`config.mk`:
```
export PLATFORM = sky130hd
export DESIGN_NAME = xsh_kernel
export DESIGN_NICKNAME = d
export VERILOG_FILES = /design/src/cross_sharpen_3x3_stream_core_defines.svh /design/src/xsh_pkg.sv /design/src/xsh_kernel.sv
export SDC_FILE = /design/constraint.sdc
export NUM_CORES = 1
export LEC_CHECK = 0
export ABC_AREA = 1
export BUFFER_PORTS_ARGS = -buffer_cell sky130_fd_sc_hd__buf_2
export CAP_MARGIN = 20
export CORE_AREA = 10 10 74 60
export DETAILED_ROUTE_END_ITERATION = 6
export DIE_AREA = 0 0 84 70
export PLACE_DENSITY = 0.85
export SYNTH_ARGS = -nofsm -noshare
export SYNTH_HDL_FRONTEND = slang
export SYNTH_SLANG_ARGS = --single-unit
```
`constraint.sdc`:
```
create_clock -name vclk -period 7.9
set_input_delay 1.185 -clock vclk [all_inputs]
set_output_delay 1.185 -clock vclk [all_outputs]
set_load 0.01 [all_outputs]
```
`src/cross_sharpen_3x3_stream_core_defines.svh`:
```
// ---------------------------------------------------------------------------
// cross_sharpen_3x3_stream_core_defines
// assertion macros shared by the cross sharpen core
// ---------------------------------------------------------------------------
`ifndef CROSS_SHARPEN_3X3_STREAM_CORE_DEFINES_SVH
`define CROSS_SHARPEN_3X3_STREAM_CORE_DEFINES_SVH

// consequent must hold in the same cycle as the antecedent
`define XSH_ASSERT_NOW(label, clk, rst_n, ante, cons, msg) \
	label: assert property (@(posedge clk) disable iff (!rst_n) (ante) |-> (cons)) \
		else $error(msg);

// consequent must hold in the cycle after the antecedent
`define XSH_ASSERT_NEXT(label, clk, rst_n, ante, cons, msg) \
	label: assert property (@(posedge clk) disable iff (!rst_n) (ante) |=> (cons)) \
		else $error(msg);

`endif

```
`src/xsh_pkg.sv`:
```
// ---------------------------------------------------------------------------
// xsh_pkg
// shared widths, reset values, register indexes and types of the cross sharpen core
// ---------------------------------------------------------------------------
package xsh_pkg;

	localparam int SAMPLE_W          = 8;
	localparam int ROW_BYTES_W       = 14;
	localparam int CH_W              = 3;
	localparam int CFG_INDEX_W       = 1;
	localparam int CFG_DATA_W        = 14;

	localparam int MAX_ROW_BYTES_DEF = 8192;
	localparam int MAX_CHANNELS_DEF  = 4;

	localparam int MIN_ROW_BYTES     = 3;
	localparam int SHARP_GAIN        = 5;

	localparam logic [ROW_BYTES_W-1:0] ROW_BYTES_RST = 14'd1920;
	localparam logic [CH_W-1:0]        CHANNELS_RST  = 3'd3;

	// register indexes on the configuration port
	localparam logic [CFG_INDEX_W-1:0] REG_ROW_BYTES = 1'b0;
	localparam logic [CFG_INDEX_W-1:0] REG_CHANNELS  = 1'b1;

	// per-cycle requests from the control pipeline to the row stores
	typedef struct packed {
		logic acc;   // sample transfer: read and overwrite middle row
		logic u_re;  // read upper row at the centre column
		logic u_we;  // write centre back into upper row
	} xsh_mem_ctl_t;

endpackage

```
`src/xsh_kernel.sv`:
```
// ---------------------------------------------------------------------------
// xsh_kernel
// cross kernel arithmetic: 5*centre minus four neighbours, zero at a border, clamped to 0..255
// ---------------------------------------------------------------------------
module xsh_kernel (
	input  logic [xsh_pkg::SAMPLE_W-1:0] centre,
	input  logic [xsh_pkg::SAMPLE_W-1:0] left,
	input  logic [xsh_pkg::SAMPLE_W-1:0] right,
	input  logic [xsh_pkg::SAMPLE_W-1:0] up,
	input  logic [xsh_pkg::SAMPLE_W-1:0] down,
	input  logic                         border,
	output logic [xsh_pkg::SAMPLE_W-1:0] result
);

	localparam int SW  = xsh_pkg::SAMPLE_W;
	localparam int NW  = SW + 2;  // sum of four samples
	localparam int GW  = SW + 3;  // gain times centre
	localparam int AW  = SW + 4;  // signed difference

	logic [NW-1:0]        nbr_sum;
	logic [GW-1:0]        gained;
	logic signed [AW-1:0] diff;

	always_comb begin
		nbr_sum = NW'(left) + NW'(right) + NW'(up) + NW'(down);
		gained  = GW'(centre) * GW'(xsh_pkg::SHARP_GAIN);
		diff    = $signed(AW'(gained)) - $signed(AW'(nbr_sum));
		if (border) begin
			result = '0;
		end else if (diff < 0) begin
			result = '0;
		end else if (diff > $signed(AW'({SW{1'b1}}))) begin
			result = {SW{1'b1}};
		end else begin
			result = diff[SW-1:0];
		end
	end

endmodule

```
**Yosys cells after proc, flatten, opt, wreduce, memory -nomap -nowiden**

Index checks and enable logic that the tools add are counted.

- Register bits: 0
- Bits in latches: 0
- Bits in writable memories: 0
- Memory bits (read-only): 0
- Bits of input ports: 41
- Output and inout bits: 8
- Logic and storage cells: 10
- Memories kept: 0

- $add $sub $neg: 4
- $mul: 1
- Divide/modulo/power cells: 0
- Order comparisons: 2
- Equal/unequal tests: 0
- Shift-type cells: 0
- Multiplexer cells: 3
- Bitwise gates (word level): 0
- Reduce and logical (&&, ||, !) cells: 0

Operators by type and width:

| operator | number |
|---|---|
| 2-to-1 mux 8 bit | 3 |
| > comparator 12 x 9 -> 1 bit, second input constant | 1 |
| < comparator 12 x 1 -> 1 bit, second input constant | 1 |
| subtractor 11 x 10 -> 12 bit | 1 |
| multiplier 8 x 3 -> 11 bit, second input constant | 1 |
| adder 10 x 8 -> 10 bit | 1 |
| adder 9 x 8 -> 10 bit | 1 |
| adder 8 x 8 -> 9 bit | 1 |

**Depth between registers and ports, before layout**

- Depth in word-level cells: 8
- Mapped depth: 23
- Gate-level depth less buffers: 23

**Worst setup path before layout**

OpenSTA, ideal clock, no wires.

- Path type: input-to-output
- Start point: input right[7] in the netlist's numbering
- End point: output result[0] in the netlist's numbering
- Data arrival time: 4.610 ns
- Required time: 6.715 ns
- Setup slack: 2.105 ns
- Stages: 20
- Path buffers: 0
- Cells stage by stage: inv_1 -> fa_1 -> inv_1 -> fa_1 -> inv_1 -> fa_1 -> inv_1 -> fa_1 -> inv_1 -> ha_1 -> nand2_1 -> inv_2 -> a21oi_1 -> nand2_1 -> nand2_1 -> nand2_2 -> nor2_8 -> nand3_1 -> nand2_1 -> inv_1

- Cells in the longest elaborated chain, start to end: 8
- Elaborated cells on any way between the ends: 9
- Classes of those cells: 4 x add/sub; 2 x order compare; 3 x mux

RTL lines:

| item | line | source |
|---|---|---|
| from (decl) | xsh_kernel.sv:8 | `input logic [xsh_pkg::SAMPLE_W-1:0] right,` |
| adder 8 x 8 -> 9 bit * | xsh_kernel.sv:25 | `nbr_sum = NW'(left) + NW'(right) + NW'(up) + NW'(down);` |
| adder 9 x 8 -> 10 bit * | xsh_kernel.sv:25 |  |
| adder 10 x 8 -> 10 bit * | xsh_kernel.sv:25 |  |
| subtractor 11 x 10 -> 12 bit * | xsh_kernel.sv:27 | `diff = $signed(AW'(gained)) - $signed(AW'(nbr_sum));` |
| > comparator 12 x 9 -> 1 bit | xsh_kernel.sv:32 | `end else if (diff > $signed(AW'({SW{1'b1}}))) begin` |
| 2-to-1 mux 8 bit | xsh_kernel.sv:32 |  |
| 2-to-1 mux 8 bit * | xsh_kernel.sv:30 | `end else if (diff < 0) begin` |
| 2-to-1 mux 8 bit * | xsh_kernel.sv:28 | `if (border) begin` |
| to (decl) | xsh_kernel.sv:12 | `output logic [xsh_pkg::SAMPLE_W-1:0] result` |

Mark *: on every way between the ends. The rest lies on a longest branch, timed or not.

**Final worst setup path**

Same ends and word-level chain as after synthesis.

==> metrics.md <==
| Metric | Value |
|---|---|
| DRT antenna net count | `0` |
| Vias in the first global route | `1,596` |
| Crit path max fanout | `8` |
| Leak | `between 1 and 1.5 nW` |
| Layout Nets | `a little over 400` |
| Fin Setup TNS | `0 ns` |
| Slew headroom | `87.51%` |
| Die X | `about 84 µm` |
| Maximum ir drop on the vdd rail | `~0.15 mV` |
| Post-synthesis simple-gate area fraction | `between 20% and 30%` |
| Met2 WL | `between 1500 and 2000 µm` |
| Initial core utilization | `roughly 58%` |
| Synth area leader | `fa_1` |
| Synth area leaders | `fa_1 33%, inv_1 23%, ha_1 16%, nand2_1 11%, nand3_1 4.5%` |
| CP endpoint kind | `output port` |
| Worst-Margin Slew | `between 0.15 and 0.2 ns` |
| Post-route minimum period | `approximately 6.1 ns` |
| FF+latch area | `0 µm²` |
| Max-slew violations | `0` |
| Pwr Density | `between 300 and 400 nW/µm²` |
| PortBufs | `49` |
| Top-count cell post-synth | `inv_1` |
| Largest family of logic cells by synthesized area | `adder cells` |
| DRC viols | `0` |
| First-pass GRT wire length | `between 6000 and 7000 µm` |
| Core area | `a little over 3000 µm²` |
| Area of the die | `about 6000 µm²` |
| Wire length on met1 | `around 1700 µm` |
| Startpoint Class | `primary input` |
| Outcome | `finished clean` |
| Post-CTS Setup Bufs | `0` |
| P&R area growth vs syn | `16.47%` |
| Post-synthesis instance area | `around 1800 µm²` |
| Hold bufs inserted after CTS | `0` |
| Initial antenna violation count | `0` |
| RSZ-0062 raised after global routing | `no` |
| Mean area per synthesized cell | `around 6.7 µm²` |
| Drt total wl | `around 3500 µm` |
| Layout cells sized above 1 | `19.37%` |
| Highest clock rate | `~160 MHz` |
| Synth Area in Adders | `a little under 50%` |
| Worst Path Arrival | `a little under 5 ns` |
| GRT Overall Usage | `approximately an eighth` |
| Inserted Diodes | `0` |
| Die height | `70 µm` |
| Synth top area share | `between 30% and 40%` |
| DR pass1 iterations | `4` |
| Top cells by count, synth | `112 x inv_1, 53 x nand2_1, 30 x fa_1` |
| FFs & Latches | `0` |
| DR WL/cell | `between 9 and 10 µm` |
| GPL Wtd Cong | `0.8289` |
| Ys Warns | `0` |
| Top sig layer | `met3` |
| Yosys cell types | `20` |
| Hold path cells | `7` |
| Pin count of the biggest net entering global routing | `9` |
| Synth Area in XOR/XNOR | `under 10%` |
| Period utilization | `about 78%` |
| Post-Syn Nets | `360` |
| Sequential element share of the synthesized area | `0%` |
| Max-Cap Viols | `0` |
| Mux contribution to synthesized area | `0%` |
| Cell row count | `18` |
| Total power | `0.7083 mW` |
| Via-to-Cell Ratio | `approximately 4.4` |
| Final setup viols | `0` |
| Initial DRC count | `32` |
| CLK BUF | `0` |
| CP Class | `primary input to output port` |
| HPWL after DPL | `3423 µm` |
| Compound-Gate Fraction of Synth Area | `1.745%` |
| Final hold violations | `0` |
| Hold Path Class | `primary input to output port` |
| Worst path required time | `6.71 ns` |
| CTS resizes | `0` |
| # IOs | `slightly below 50` |
| Detailed-route via count | `between 1,500 and 2,000` |
| Synth Instances | `about 270` |
| WL met3 | `between 200 and 250 µm` |
| Overflow left after global routing | `0` |
area by class of cell:
class | instances | area, µm²
fillers | 292 | 1020
well taps | 40 | 50.05
multi-input cells | 151 | 1361
inverters | 115 | 431.7
repair buffers | 49 | 245.2
routing by layer:
metal / vias up / track usage [%]
li1: 832 / -
met1: 695 / 15.79
met2: 42 / 20.73
met3: 0 / 1.854
met4: 0 / 0
met5: - / 0
worst max-delay path: stages:
cell and delay [ns]:
buf_2 0.07, inv_1 0.04, fa_1 0.52, inv_1 0.05
fa_1 0.53, inv_1 0.05, fa_1 0.52, inv_1 0.05
fa_1 0.49, inv_1 0.04, ha_1 0.35, nand2_1 0.14
inv_2 0.04, a21oi_1 0.17, nand2_1 0.07, nand2_1 0.07
nand2_2 0.08, nor2_8 0.13, nand3_1 0.08, nand2_1 0.06
inv_1 0.03, buf_2 0.13
where the power goes:
| group | internal, mW | switching (mW) |
|---|---|---|
| clock network | 0 | 0 |
| registers | 0 | 0 |
| logic | 0.275 | 0.433 |
kinds of logic after synthesis:
family,Yosys count
AND/OR/NAND/NOR,90
XOR/XNOR,3
buffers and inverters,115
AO/OA/AOI/OAI,5
adder cells (fa/ha/maj),53
worst paths after layout:
path	startpoint	end	slack, ns
hold / removal	border	result[1]	2.84
setup / recovery	right[7]	result[0]	1.78
placed cells by master, fill, tap and decap left out:
cell	Yosys	routed
a21oi_1	3	3
inv_1	112	112
nor2_8	1	1
nor2_1	9	9
xnor2_1	2	2
nand4_1	1	1
nor2_4	1	1
inv_2	3	3
ha_1	23	23
buf_2	0	49
or2_0	1	1
and2_2	1	1
nand3b_1	2	2
fa_1	30	30
nand2_2	4	4
xor2_1	1	1
nand3_1	16	16
nand2_4	1	1
nand2_1	53	53
a21oi_2	1	1
o21bai_1	1	1
metrics by stage:
step | cell area (µm²) | hold slack [ns] | instances | worst slack [ns] | utilization, %
final | 2088 | 2.838 | 355 | 1.776 | 67.19
after global routing | 2088 | 2.891 | 355 | 1.456 | 67.19
after CTS | 2088 | 2.845 | 355 | 1.750 | 67.19
after detailed placement | 2088 | 2.844 | 355 | 1.743 | 67.19
after global placement | 2088 | 2.835 | 355 | 1.838 | 67.19
after floorplan | 1793 | 2.642 | 266 | 2.105 | -
(Power assumes the default switching activity.)
